===== src/hw/rtl/serial_header_packet_deframer_assert.svh =====
// Assertion macros for the serial deframer.
// Each use names a label, a condition and a consequence, sampled on clock
// and disabled while reset is high.
`ifndef SERIAL_HEADER_PACKET_DEFRAMER_ASSERT_SVH
`define SERIAL_HEADER_PACKET_DEFRAMER_ASSERT_SVH

// Same-cycle implication
`define SHDF_ASSERT_NOW(label, ante, cons) \
   label: assert property (@(posedge clock) disable iff (reset) (ante) |-> (cons)) \
      else $error("serial deframer check failed");

// Next-cycle implication
`define SHDF_ASSERT_NEXT(label, ante, cons) \
   label: assert property (@(posedge clock) disable iff (reset) (ante) |=> (cons)) \
      else $error("serial deframer check failed");

`endif


===== src/hw/rtl/shdf_pkg.sv =====
package shdf_pkg;

   // Result kind codes
   typedef enum logic [1:0] {
      KIND_SYNC   = 2'd0,
      KIND_HEADER = 2'd1,
      KIND_WORD   = 2'd2
   } kind_type;

   // Deframer phase
   typedef enum logic [1:0] {
      PHASE_HUNT    = 2'd0,
      PHASE_HEADER  = 2'd1,
      PHASE_PAYLOAD = 2'd2
   } phase_type;

   // Register map
   localparam int CSR_INDEX_BITS = 2;
   localparam logic [CSR_INDEX_BITS-1:0] CSR_SYNC_PATTERN = 2'd0;
   localparam logic [CSR_INDEX_BITS-1:0] CSR_COUNT_LSB    = 2'd1;

   // Count field position register
   localparam int LSB_BITS = 6;
   localparam logic [LSB_BITS-1:0] COUNT_LSB_RESET = 6'd10;

   // Per-bit status from the deframer core
   typedef struct packed {
      logic     emit;
      kind_type kind;
      logic     last;
   } core_status_type;

endpackage


===== src/hw/rtl/shdf_ifs.sv =====
// Serial bit input channel
interface shdf_req_if;
   logic valid;
   logic ready;
   logic serial_bit;
   modport source (output valid, output serial_bit, input ready);
   modport sink (input valid, input serial_bit, output ready);
endinterface

// Result channel
interface shdf_rsp_if #(
   parameter int HEADER_BITS = 50,
   parameter int WORD_BITS   = 10,
   parameter int COUNT_BITS  = 10
);
   logic                     valid;
   logic                     ready;
   shdf_pkg::kind_type       kind;
   logic [HEADER_BITS-1:0]   header;
   logic [COUNT_BITS-1:0]    payload_words;
   logic [WORD_BITS-1:0]     data_word;
   logic                     last;
   modport source (output valid, output kind, output header, output payload_words,
                   output data_word, output last, input ready);
   modport sink (input valid, input kind, input header, input payload_words,
                 input data_word, input last, output ready);
endinterface

// Register write channel
interface shdf_csr_if #(
   parameter int DATA_BITS = 50
);
   logic                                valid;
   logic                                ready;
   logic [shdf_pkg::CSR_INDEX_BITS-1:0] index;
   logic [DATA_BITS-1:0]                data;
   modport source (output valid, output index, output data, input ready);
   modport sink (input valid, input index, input data, output ready);
endinterface


===== src/hw/rtl/shdf_core.sv =====
module shdf_core #(
   parameter int HEADER_BITS = 50,
   parameter int WORD_BITS   = 10,
   parameter int COUNT_BITS  = 10
) (
   input  logic                          clock,
   input  logic                          reset,
   input  logic                          step,
   input  logic                          serial_bit,
   input  logic [HEADER_BITS-1:0]        sync_pattern,
   input  logic [shdf_pkg::LSB_BITS-1:0] count_lsb,
   output shdf_pkg::core_status_type     status,
   output logic [HEADER_BITS-1:0]        res_header,
   output logic [COUNT_BITS-1:0]         res_words,
   output logic [WORD_BITS-1:0]          res_data
);

   localparam int LEFT_BITS = $clog2(HEADER_BITS + 1);
   localparam int POS_BITS  = $clog2(WORD_BITS + 1);
   localparam int EXT_BITS  = HEADER_BITS + COUNT_BITS;

   shdf_pkg::phase_type     phase_ff, phase_in;
   logic [HEADER_BITS-1:0]  header_ff, header_in;
   logic [LEFT_BITS-1:0]    left_ff, left_in;
   logic [POS_BITS-1:0]     pos_ff, pos_in;
   logic [WORD_BITS-1:0]    word_ff, word_in;
   logic [COUNT_BITS-1:0]   rcvd_ff, rcvd_in;
   logic [COUNT_BITS-1:0]   len_ff, len_in;

   logic [HEADER_BITS-1:0]  shifted;
   logic [EXT_BITS-1:0]     count_ext;
   logic [COUNT_BITS-1:0]   count;
   logic [WORD_BITS-1:0]    acc;
   logic [COUNT_BITS-1:0]   rcvd_next;

   // Window shifts right, new bit enters at the top
   assign shifted   = {serial_bit, header_ff[HEADER_BITS-1:1]};
   // Count field; bits above the header read as zero
   assign count_ext = {{COUNT_BITS{1'b0}}, shifted} >> count_lsb;
   assign count     = count_ext[COUNT_BITS-1:0];
   assign acc       = word_ff | (WORD_BITS'(serial_bit) << pos_ff);
   assign rcvd_next = rcvd_ff + COUNT_BITS'(1);

   // Next state and result for the bit in hand
   always_comb begin
      phase_in   = phase_ff;
      header_in  = header_ff;
      left_in    = left_ff;
      pos_in     = pos_ff;
      word_in    = word_ff;
      rcvd_in    = rcvd_ff;
      len_in     = len_ff;
      status     = '{emit: 1'b0, kind: shdf_pkg::KIND_SYNC, last: 1'b0};
      res_header = shifted;
      res_words  = '0;
      res_data   = '0;
      unique case (phase_ff)
         shdf_pkg::PHASE_HUNT: begin
            header_in = shifted;
            if (shifted == sync_pattern) begin
               status.emit = 1'b1;
               phase_in    = shdf_pkg::PHASE_HEADER;
               left_in     = LEFT_BITS'(HEADER_BITS);
            end
         end
         shdf_pkg::PHASE_HEADER: begin
            header_in = shifted;
            left_in   = left_ff - LEFT_BITS'(1);
            if (left_ff == LEFT_BITS'(1)) begin
               len_in      = count;
               status.emit = 1'b1;
               status.kind = shdf_pkg::KIND_HEADER;
               res_words   = count;
               if (count == '0) begin
                  // Empty packet: straight into the next header
                  left_in     = LEFT_BITS'(HEADER_BITS);
                  status.last = 1'b1;
               end else begin
                  phase_in = shdf_pkg::PHASE_PAYLOAD;
                  word_in  = '0;
                  pos_in   = '0;
                  rcvd_in  = '0;
               end
            end
         end
         shdf_pkg::PHASE_PAYLOAD: begin
            res_header = header_ff;
            word_in    = acc;
            pos_in     = pos_ff + POS_BITS'(1);
            if (pos_ff == POS_BITS'(WORD_BITS - 1)) begin
               status.emit = 1'b1;
               status.kind = shdf_pkg::KIND_WORD;
               res_words   = len_ff;
               res_data    = acc;
               word_in     = '0;
               pos_in      = '0;
               rcvd_in     = rcvd_next;
               if (rcvd_next == len_ff) begin
                  status.last = 1'b1;
                  phase_in    = shdf_pkg::PHASE_HEADER;
                  left_in     = LEFT_BITS'(HEADER_BITS);
               end
            end
         end
         default: begin
            phase_in = shdf_pkg::PHASE_HUNT;
         end
      endcase
   end

   // Advance state on each consumed bit
   always_ff @(posedge clock) begin
      if (reset) begin
         phase_ff  <= shdf_pkg::PHASE_HUNT;
         header_ff <= '0;
         left_ff   <= '0;
         pos_ff    <= '0;
         word_ff   <= '0;
         rcvd_ff   <= '0;
         len_ff    <= '0;
      end else if (step) begin
         phase_ff  <= phase_in;
         header_ff <= header_in;
         left_ff   <= left_in;
         pos_ff    <= pos_in;
         word_ff   <= word_in;
         rcvd_ff   <= rcvd_in;
         len_ff    <= len_in;
      end
   end

endmodule


===== src/hw/rtl/serial_header_packet_deframer.sv =====
// Channel   Dir  Transfer carries
// req_chan  in   serial_bit, one link bit, LSB first
// rsp_chan  out  kind, header, payload_words, data_word, last
// csr_chan  in   index, data (0 sync pattern, 1 count field position)
//
// One bit is taken every cycle unless a full result register stalls it (see
// below); a result comes through the input register, then the result register.
// The input register keeps taking bits while a result waits, until a bit
// that would make a second result finds the result register still full.
// Reset is synchronous: the link goes back to hunting for the sync header.
`include "serial_header_packet_deframer_assert.svh"

module serial_header_packet_deframer #(
   parameter int HEADER_BITS = 50,
   parameter int WORD_BITS   = 10,
   parameter int COUNT_BITS  = 10
) (
   input logic        clock,
   input logic        reset,
   shdf_req_if.sink   req_chan,
   shdf_rsp_if.source rsp_chan,
   shdf_csr_if.sink   csr_chan
);

   logic                          in_valid_ff, in_valid_in;
   logic                          in_bit_ff;
   logic                          out_valid_ff, out_valid_in;
   shdf_pkg::kind_type            out_kind_ff;
   logic [HEADER_BITS-1:0]        out_header_ff;
   logic [COUNT_BITS-1:0]         out_words_ff;
   logic [WORD_BITS-1:0]          out_data_ff;
   logic                          out_last_ff;
   logic [HEADER_BITS-1:0]        sync_ff;
   logic [shdf_pkg::LSB_BITS-1:0] lsb_ff;

   shdf_pkg::core_status_type     status;
   logic [HEADER_BITS-1:0]        res_header;
   logic [COUNT_BITS-1:0]         res_words;
   logic [WORD_BITS-1:0]          res_data;
   logic                          advance;
   logic                          load_out;

   // Consume the held bit unless its result has nowhere to go
   assign advance  = in_valid_ff && (!status.emit || !out_valid_ff || rsp_chan.ready);
   assign load_out = advance && status.emit;
   assign req_chan.ready = !in_valid_ff || advance;
   assign csr_chan.ready = 1'b1;

   shdf_core #(
      .HEADER_BITS(HEADER_BITS),
      .WORD_BITS  (WORD_BITS),
      .COUNT_BITS (COUNT_BITS)
   ) u_core (
      .clock       (clock),
      .reset       (reset),
      .step        (advance),
      .serial_bit  (in_bit_ff),
      .sync_pattern(sync_ff),
      .count_lsb   (lsb_ff),
      .status      (status),
      .res_header  (res_header),
      .res_words   (res_words),
      .res_data    (res_data)
   );

   // Input register occupancy
   always_comb begin
      if (req_chan.valid && req_chan.ready) begin
         in_valid_in = 1'b1;
      end else if (advance) begin
         in_valid_in = 1'b0;
      end else begin
         in_valid_in = in_valid_ff;
      end
   end

   // Result register occupancy
   always_comb begin
      if (load_out) begin
         out_valid_in = 1'b1;
      end else if (rsp_chan.ready) begin
         out_valid_in = 1'b0;
      end else begin
         out_valid_in = out_valid_ff;
      end
   end

   always_ff @(posedge clock) begin
      if (reset) begin
         in_valid_ff  <= 1'b0;
         out_valid_ff <= 1'b0;
      end else begin
         in_valid_ff  <= in_valid_in;
         out_valid_ff <= out_valid_in;
      end
   end

   // Capture the incoming bit
   always_ff @(posedge clock) begin
      if (req_chan.valid && req_chan.ready) begin
         in_bit_ff <= req_chan.serial_bit;
      end
   end

   // Load the result payload
   always_ff @(posedge clock) begin
      if (load_out) begin
         out_kind_ff   <= status.kind;
         out_header_ff <= res_header;
         out_words_ff  <= res_words;
         out_data_ff   <= res_data;
         out_last_ff   <= status.last;
      end
   end

   // Register writes; unknown indexes drop
   always_ff @(posedge clock) begin
      if (reset) begin
         sync_ff <= '0;
         lsb_ff  <= shdf_pkg::COUNT_LSB_RESET;
      end else if (csr_chan.valid && csr_chan.ready) begin
         unique case (csr_chan.index)
            shdf_pkg::CSR_SYNC_PATTERN: sync_ff <= csr_chan.data[HEADER_BITS-1:0];
            shdf_pkg::CSR_COUNT_LSB:    lsb_ff  <= csr_chan.data[shdf_pkg::LSB_BITS-1:0];
            default: begin
            end
         endcase
      end
   end

   assign rsp_chan.valid         = out_valid_ff;
   assign rsp_chan.kind          = out_kind_ff;
   assign rsp_chan.header        = out_header_ff;
   assign rsp_chan.payload_words = out_words_ff;
   assign rsp_chan.data_word     = out_data_ff;
   assign rsp_chan.last          = out_last_ff;

   `SHDF_ASSERT_NOW(a_no_overwrite, out_valid_ff && !rsp_chan.ready, !load_out)
   `SHDF_ASSERT_NEXT(a_result_lands, load_out,
      rsp_chan.valid && rsp_chan.kind == $past(status.kind))
   `SHDF_ASSERT_NOW(a_sync_clean, rsp_chan.valid && rsp_chan.kind == shdf_pkg::KIND_SYNC,
      !rsp_chan.last && rsp_chan.payload_words == '0 && rsp_chan.data_word == '0)
   `SHDF_ASSERT_NOW(a_empty_header,
      rsp_chan.valid && rsp_chan.kind == shdf_pkg::KIND_HEADER && rsp_chan.last,
      rsp_chan.payload_words == '0)

endmodule

===== src/flat_wrapper.sv =====
// flat-port wrapper written by rule: the top's interface ports become plain ports
module serial_header_packet_deframer_flat 
#(
   parameter int HEADER_BITS = 50,
   parameter int WORD_BITS   = 10,
   parameter int COUNT_BITS  = 10
)
  (clock, reset, req_chan_valid, req_chan_serial_bit, req_chan_ready, rsp_chan_valid, rsp_chan_kind, rsp_chan_header, rsp_chan_payload_words, rsp_chan_data_word, rsp_chan_last, rsp_chan_ready, csr_chan_valid, csr_chan_index, csr_chan_data, csr_chan_ready);
  shdf_req_if req_chan_i ();
  shdf_rsp_if #(.HEADER_BITS(HEADER_BITS), .WORD_BITS(WORD_BITS), .COUNT_BITS(COUNT_BITS)) rsp_chan_i ();
  shdf_csr_if csr_chan_i ();
  input logic clock;
  input logic reset;
  input wire logic [$bits(req_chan_i.valid)-1:0] req_chan_valid;
  input wire logic [$bits(req_chan_i.serial_bit)-1:0] req_chan_serial_bit;
  output wire logic [$bits(req_chan_i.ready)-1:0] req_chan_ready;
  output wire logic [$bits(rsp_chan_i.valid)-1:0] rsp_chan_valid;
  output wire logic [$bits(rsp_chan_i.kind)-1:0] rsp_chan_kind;
  output wire logic [$bits(rsp_chan_i.header)-1:0] rsp_chan_header;
  output wire logic [$bits(rsp_chan_i.payload_words)-1:0] rsp_chan_payload_words;
  output wire logic [$bits(rsp_chan_i.data_word)-1:0] rsp_chan_data_word;
  output wire logic [$bits(rsp_chan_i.last)-1:0] rsp_chan_last;
  input wire logic [$bits(rsp_chan_i.ready)-1:0] rsp_chan_ready;
  input wire logic [$bits(csr_chan_i.valid)-1:0] csr_chan_valid;
  input wire logic [$bits(csr_chan_i.index)-1:0] csr_chan_index;
  input wire logic [$bits(csr_chan_i.data)-1:0] csr_chan_data;
  output wire logic [$bits(csr_chan_i.ready)-1:0] csr_chan_ready;
  assign req_chan_i.valid = req_chan_valid;
  assign req_chan_i.serial_bit = req_chan_serial_bit;
  assign req_chan_ready = req_chan_i.ready;
  assign rsp_chan_valid = rsp_chan_i.valid;
  assign rsp_chan_kind = rsp_chan_i.kind;
  assign rsp_chan_header = rsp_chan_i.header;
  assign rsp_chan_payload_words = rsp_chan_i.payload_words;
  assign rsp_chan_data_word = rsp_chan_i.data_word;
  assign rsp_chan_last = rsp_chan_i.last;
  assign rsp_chan_i.ready = rsp_chan_ready;
  assign csr_chan_i.valid = csr_chan_valid;
  assign csr_chan_i.index = csr_chan_index;
  assign csr_chan_i.data = csr_chan_data;
  assign csr_chan_ready = csr_chan_i.ready;
  serial_header_packet_deframer #(.HEADER_BITS(HEADER_BITS), .WORD_BITS(WORD_BITS), .COUNT_BITS(COUNT_BITS)) u_core (.clock(clock), .reset(reset), .req_chan(req_chan_i), .rsp_chan(rsp_chan_i), .csr_chan(csr_chan_i));
endmodule

===== config.mk =====
export PLATFORM = sky130hd
export DESIGN_NAME = serial_header_packet_deframer_flat
export DESIGN_NICKNAME = d
export VERILOG_FILES = /design/src/hw/rtl/shdf_pkg.sv /design/src/hw/rtl/shdf_ifs.sv /design/src/hw/rtl/shdf_core.sv /design/src/hw/rtl/serial_header_packet_deframer.sv /design/src/flat_wrapper.sv
export VERILOG_INCLUDE_DIRS = /design/src /design/src/hw/rtl
export SDC_FILE = /design/constraint.sdc
export NUM_CORES = 1
export LEC_CHECK = 0
export ABC_AREA = 0
export BUFFER_PORTS_ARGS = -buffer_cell sky130_fd_sc_hd__buf_2
export CAP_MARGIN = 20
export CORE_ASPECT_RATIO = 1.25
export CORE_MARGIN = 2
export CORE_UTILIZATION = 57
export DETAILED_ROUTE_END_ITERATION = 8
export HOLD_SLACK_MARGIN = 0.1
export PLACE_DENSITY = 0.78
export SYNTH_ARGS = -nofsm -noshare
export SYNTH_HDL_FRONTEND = slang
export SYNTH_SLANG_ARGS = --single-unit

===== constraint.sdc =====
create_clock -name clock -period 7 [get_ports clock]
set_clock_uncertainty 0.15 [all_clocks]
set_input_delay 0.35 -clock clock [delete_from_list [all_inputs] [get_ports clock]]
set_output_delay 0.35 -clock clock [all_outputs]
set_load 0.01 [all_outputs]

==> results list, run 1 <==
- Status: complete, no violations
- From bottom edge to top edge, the die measures 171 microns.
- Ratio of cells with drive above 1 in the final layout: 0.233
* Synth unique cells: 76
* Worst-case vdd ir drop: 0.159 mV
- For the pin with the worst max-slew slack, the measured transition is 1.11 ns.
- Core ar.: 0.0221 sq mm
- Initial core utilization: 0.576
- When the netlist entered floorplanning its net count stood at 1,346.
* Number of instances in the synthesized netlist: 1,279
- The initial antenna violation count was 0.
- Antenna fix cells: 0
- Count of fill cells added during filler insertion: 1,711
- Startpoint kind of the worst setup timing path: flip-flop
- In the final routing, the length of wire on met1 measures 14.0 mm.
- The setup path with the least slack is of type flip-flop to flip-flop.
* Post-route fraction of the period consumed by the critical path: 0.687
* GRT Total Usage: 0.299
- Clock tree from TritonCTS: yes
* Die boundary width: 138 microns
- The count of nets left with antenna violations once routing finished came out at 0.
* Leak Pwr: 5.55 nW
* Area of the mapped netlist: 0.0128 sq mm
* Sequential group share of total power: 0.499
- Clock latency reported for the late side of the worst-skew pair: 0.52 ns
- CP Data Required Time: 7.00 ns
- Clock buffer count from CTS: 23
- Maximum buffer depth of the clock tree: 3
- Measured against its own limit, the worst slew margin works out to 0.263.
- Maximum clock rate: 0.208 GHz
- Clock tree synthesis found a total of 224 sinks.
* Minimum period implied by the final worst setup slack: 4.81 ns
* Leading cell type in the layout, fill and taps excluded: nand2_1
- Cell at the root of the clock tree: clkbuf_16
* Post-Place Setup Slack: 2.27 ns
* Switching power: 629 uW
* Mean instance size in the synthesized netlist: 9.97 sq um
* Top post-synthesis cells by area: dfxtp_1, edfxtp_1, mux4_2
- Worst path most repeated cell: nor4_1
- CTS H-Tree Depth: 1
- Internal power component: 2.12 mW
- At the end of routability-driven placement, the weighted congestion stood at 0.928.
* Sequential area share after synthesis: 0.410
- Worst path max stage delay: 0.82 ns
- After clock tree synthesis, the clock-pin slew on the worst setup and hold paths is 0.07 ns.
* Synthesized flop and latch total: 224
- Global-route congestion overflow total: 0
* Uppermost layer routed: met4
- The max-slew violation total from the final report came to 0.
* Sum of routed wire length over all layers: 35.3 mm
- The number of global-route vias before repair was 10,070.
- Among all flip-flop cells after synthesis, the most frequent one is dfxtp_1.
- Met3 Wirelength: 2.33 mm
- Finished Layout Cells: 1,667
- For this design the top-level I/O count stands at 134.
- Setup repair after global routing left no endpoint under its margin.
- Counting flops with a built-in enable in the synthesized netlist gives 74.
- The biggest area contributor in the post-synthesis netlist is dfxtp_1.
- Share of total power in combinational logic: 0.073
* Via density per instance: 6.29
- Remaining design rule violation count: 0
- Commonest non-fill, non-tap cells in the layout: nand2_1, dfxtp_1, buf_2
- Of the post-synthesis cell area, the dominant cell type holds 0.235.
* Classification of the worst-slack hold path: input pin to flip-flop
- In this run the power density over the cells is 189 mW/mm^2.
- The die covers 0.0236 sq mm.
- The final layout contains 1,434 nets.
- Signal arrival time at the worst endpoint: 4.80 ns
- Category of the worst setup path capture point: flip-flop
- The first TritonRoute pass finished after 5 iterations.
- Number of gates given a new drive strength after cts: 0
* Fraction of the core area covered by cells at the end of the flow: 0.656
- Clock network fraction of design power: 0.428
- Routed wire length per instance: 21.2 microns
* Final setup violating endpoints: 0
* Hpwl dp: 22.7 mm
- Total placed cells including tap cells: 1,571
* Number of buffers inserted by port buffering: 132
- Post-route setup slack: 2.19 ns
- During synthesis, Yosys emitted a total of 0 warnings.
- Setup slack on the worst reg-to-reg path comes out at 2.19 ns.
* Global-route wire length before repair: 55.4 mm
- The signal on the critical path passes through xor2_1, nor4_1, nand3_1, nor4_1, a21oi_1, or3b_2, nor2b_4, buf_4.
- Ys async rst share: 0
* Hold violation count in the final report: 0
* Overall via count from detail_route: 10,493
- Detailed Route Iter0 Violations: 1,020
- After routing, the total negative slack on setup checks comes to 0 ns.
- Max-cap violations: 0
* Area growth from synthesis to layout: 13.8%
* Routed wl met2: 17.6 mm
- Entering global routing, the biggest net connects 100 pins.
* Number of rows in the core area: 61
- For this design, the slowest cell found on the critical path is nor4_1.
- Of all nets on the critical path, the largest fanout is 42.
- Of the total power, the share spent switching nets is 0.229.
## layout make-up
class                      count  area, sq um  area share
inverter                      23         86.3     0.00595
tap                          283          354      0.0244
sequential                   224         5230       0.361
multi-input combinational    899         6840       0.471
timing repair buffer         196         1280      0.0881
clock inverter                 5         33.8     0.00233
clock buffer                  37          689      0.0475
## power by group through the flow
stage                     Clock (mW)  Combinational, mW  Sequential, mW
after CTS                       1.19              0.194            1.37
after detailed placement           0              0.170            1.40
after global routing            1.24              0.217            1.37
after global placement             0              0.169            1.40
after floorplan                    0              0.129            1.39
final                           1.18              0.201            1.37
## synth_stat cells (10+ instances only)
cell type  number
nand2_1       168
dfxtp_1       150
nor2_1        105
mux2i_1        88
clkbuf_1       84
a21oi_1        78
edfxtp_1       74
mux2_2         69
mux4_2         52
xor2_1         50
nand3_1        23
inv_1          21
o21ai_0        20
nor3_1         18
buf_2          16
and3_1         15
buf_1          15
nor4_1         15
a31oi_1        13
nor2b_1        13
a22oi_1        10
a32o_1         10
and2_1         10
buf_6          10
nand4_1        10
## final timing paths
path,start,to,cells past startpoint
setup / recovery,u_core.u_core.header_ff[16]$_SDFFE_PP0P_,u_core.rsp_chan.header[8]$_DFFE_PP_,8
hold / removal,reset,u_core.u_core.header_ff[48]$_SDFFE_PP0P_,2
setup reg to reg,u_core.u_core.header_ff[16]$_SDFFE_PP0P_,u_core.rsp_chan.header[8]$_DFFE_PP_,8
hold reg to reg,u_core.sync_ff[12]$_SDFFE_PP0P_,u_core.sync_ff[12]$_SDFFE_PP0P_,2
## stage by stage
step	instance area [sq um]	power, mW	hold WS, ns
floorplan	12800	1.52	0.297
global placement	13200	1.57	0.306
detailed placement	13200	1.57	0.310
CTS	14500	2.76	0.130
global route	14500	2.83	0.170
finish	14500	2.75	0.144
## state kept, by name (all words and copies together), names as in the netlist
signal and flops:
u_core.rsp_chan.header 50, u_core.sync_ff 50, u_core.u_core.header_ff 50, u_core.rsp_chan.data_word 10
u_core.rsp_chan.payload_words 10, u_core.u_core.len_ff 10, u_core.u_core.rcvd_ff 10, u_core.u_core.word_ff 10
u_core.lsb_ff 6, u_core.u_core.left_ff 6, u_core.u_core.pos_ff 4, u_core.rsp_chan.kind 2
u_core.u_core.phase_ff 2, u_core.in_bit_ff 1, u_core.in_valid_ff 1, u_core.rsp_chan.last 1
u_core.rsp_chan.valid 1
## logic make-up (layout without fill, tap and decap cells)
kind of cell	after synthesis	count (layout)	share of synthesized area
AND/OR/NAND/NOR	413	413	0.150
other	1	1	0.000294
AO/OA/AOI/OAI	206	206	0.112
XOR/XNOR	59	59	0.0405
multiplexers	211	211	0.224
adder cells (fa/ha/maj)	9	9	0.00883
buffers and inverters	156	261	0.0555
flip-flops	224	224	0.410
## per-layer routing
metal / vias up / GRT usage
met5: - / 0
met4: 0 / 0.119
met3: 97 / 0.0448
met2: 488 / 0.509
met1: 5110 / 0.380
li1: 4798 / -
## critical path, delay by kind of cell, from the launching register on
kind / cells / cell delay [ns]
DFF: 1 / 0.59
buffers and inverters: 1 / 0.60
and+or+nand+nor: 5 / 2.65
AOI/OAI and AO/OA: 1 / 0.23
xor gates and xnor gates: 1 / 0.17
## repair_timing
item,in CTS,in global routing
setup buffers,0,0
hold buffers,54,0
endpoints found under the hold margin,59,0
setup endpoints to repair,0,0
Power figures use the tool's default switching activity.
==> run 2: changes to the inputs <==
==> constraint.sdc (replaced) <==
create_clock -name clock -period 4.5 [get_ports clock]
set_clock_uncertainty 0.15 [all_clocks]
set_input_delay 0.225 -clock clock [delete_from_list [all_inputs] [get_ports clock]]
set_output_delay 0.225 -clock clock [all_outputs]
set_load 0.01 [all_outputs]
==> results list, run 2 (synthesis results as in run 1) <==
* Number of nets in the layout: 1,449
* CP delay by family, top: simple AND/OR/NAND/NOR gates
- Across all setup checks in the final design, the least slack found is 0.523 ns.
- The detailed router placed 10,747 vias in this run.
- Initial core utilization: 0.576
* Hold violation count in the final report: 0
- Antenna fix cells: 0
- Maximum fanout along the worst path: 11
- 134 I/O pins were placed.
* Number of buffer and inverter stages on the critical path: 2
- Leak Pwr: 5.66 nW
* Setup repair after global routing missed its margin: false
* Setup repair bufs after CTS: 0
- Classification of the worst-slack hold path: input pin to flip-flop
- Pins Over Slew Limit: 0
- Summing all flip-flop and latch instances after layout gives 0.00523 sq mm.
- After filler insertion, the fill cell instance count of the layout stands at 1,711.
- Height of the chip: 171 microns
* Startpoint kind of the worst setup timing path: flip-flop
- During placement, the flow inserted port buffers numbering 132.
- Worst reg2reg startpoint: u_core.lsb_ff[3]$_SDFFE_PP1P_
* Count of hold-fix buffers inserted at cts: 54
* Sum of routed wire length over all layers: 36.3 mm
- Clock buffer count from CTS: 23
- TritonCTS built the clock tree.
- Setup TNS: 0 ns
- Maximum buffer depth of the clock tree: 3
- Critical Path Start: u_core.u_core.header_ff[36]$_SDFFE_PP0P_
- The floorplan step defined a core boundary enclosing 0.0221 sq mm.
- Routability-driven placement finished with a final weighted congestion of 0.993.
- The flow ran to the end, and the final reports show no timing, DRC or antenna violations.
* Largest net degree at the start of global routing: 80
* Slew at the pin closest to its max-slew limit: 0.988 ns
- The number of gates resized after CTS was 0.
- Clock latency reported for the late side of the worst-skew pair: 0.52 ns
- Crit Path Class: flip-flop to output port
- Max-slew headroom at the worst pin: 0.341
* Worst path max stage delay: 0.75 ns
- Post-detailed-placement cell area: 0.0134 sq mm
* Via count of the first global-routing pass: 10,533
- CP Data Required Time: 4.12 ns
- Before CTS, the worst setup slack after placement is 0.634 ns.
- In the routed design, unresolved DRC markers number 0.
- # clock sinks: 224
- The floorplan step defined a die boundary enclosing 0.0236 sq mm.
- Worst hold path startpoint: reset
- Routed wire length per instance: 21.6 microns
- VDD sags by at most 0.294 mV.
* Number of nets with antenna violations after detailed routing: 0
- Reg clk slew, reported paths: 0.06 ns
- For this design the ratio of total power to cell area is 296 mW/mm^2.
- Walking the worst path, the cells encountered are xor2_1, nor4_1, nand4_1, nor4_1, buf_4, a21oi_1, or3b_2, or2_2, buf_2.
- Post-route fraction of the period consumed by the critical path: 0.884
- From synthesis to final layout, the design area changed by 15.4%.
* Global-route congestion overflow total: 0
- Hpwl dp: 23.1 mm
* Leading cell type in the layout, fill and taps excluded: nand2_1
- Summing all multi-input logic gate instances after layout gives 0.00684 sq mm.
* Slowest-stage cell, CP: dfxtp_1
- Category of the worst setup path capture point: output port
- In the global route stage, overall resource usage came out at 0.306.
- Final setup violating endpoints: 0
* Cell at the root of the clock tree: clkbuf_16
* Signal arrival time at the worst endpoint: 3.60 ns
- Initial antenna violation count: 0
- Commonest non-fill, non-tap cells in the layout: nand2_1, dfxtp_1, buf_2
* CTS H-Tree Depth: 1
* Worst path most repeated cell: nor4_1
- Row generation in the floorplan step produced 61 rows.
* Minimum period implied by the final worst setup slack: 3.98 ns
* Global-route wire length before repair: 56.2 mm
* Die boundary width: 138 microns
- Maximum clock rate: 0.251 GHz
- Ratio of cells with drive above 1 in the final layout: 0.243
- After routing the design area is 0.0147 sq mm.
- Max-cap violations: 0
- Before antenna repair, the detailed router went through 5 iterations.
- Detailed Route Iter0 Violations: 1,144
- In the routed layout, each cell is associated on average with a via count of 6.39.
run 2: cell count changes in the layout (fill, tap and decap cells not counted), sizes merged:
cell and change:
buf +15, clkinvlp +1, clkinv +3, clkbuf -5
bufinv +1
run 2: final timing paths:
path,endpoint,slack (ns),cells after the start
max,req_chan_ready,0.52,9
min,u_core.u_core.pos_ff[0]$_SDFFE_PP0P_,0.11,2
max reg2reg,u_core.u_core.word_ff[7]$_SDFFE_PP0P_,0.54,9
min reg2reg,u_core.sync_ff[34]$_SDFFE_PP0P_,0.32,2
run 2: where the power goes:
| group | total [mW] | internal (mW) | switching, mW |
|---|---|---|---|
| logic | 0.313 | 0.145 | 0.168 |
| clock network | 1.91 | 1.09 | 0.818 |
| registers | 2.14 | 2.10 | 0.0366 |
run 2: layout make-up:
type                            instances  area share
Timing Repair Buffer                  211      0.0988
Clock inverter                         10     0.00621
Multi-Input combinational cell        899       0.465
Tap cell                              283      0.0241
Inverter                               23     0.00587
Clock buffer                           32      0.0449
Sequential cell                       224       0.356
run 2: per-stage QoR:
stage               instances  total power [mW]  hold slack [ns]   util
floorplan                1279              2.37            0.174      -
global placement         1586              2.45            0.257  0.606
detailed placement       1586              2.45            0.263  0.606
CTS                      1682              4.36            0.104  0.665
global route             1682              4.48            0.142  0.665
finish                   1682              4.36            0.109  0.665
run 2: worst register-to-register path, stage by stage, from the launching register on:
cell and delay [ns]:
dfxtp_2 0.96, mux4_2 0.40, nand2_1 0.06, a32o_1 0.28, o41ai_1 0.57, nor3_1 0.10, and4b_4 0.25, a21oi_4 0.49
nand3_2 0.22, a2111oi_2 0.38
run 2: layer usage:
metal / part of all wire / global-route usage / up-vias
met4: 0.056 / 0.146 / 0
met3: 0.070 / 0.0407 / 155
met2: 0.49 / 0.531 / 540
met1: 0.38 / 0.375 / 5198
met5: 0 / 0 / -
li1: - / - / 4854
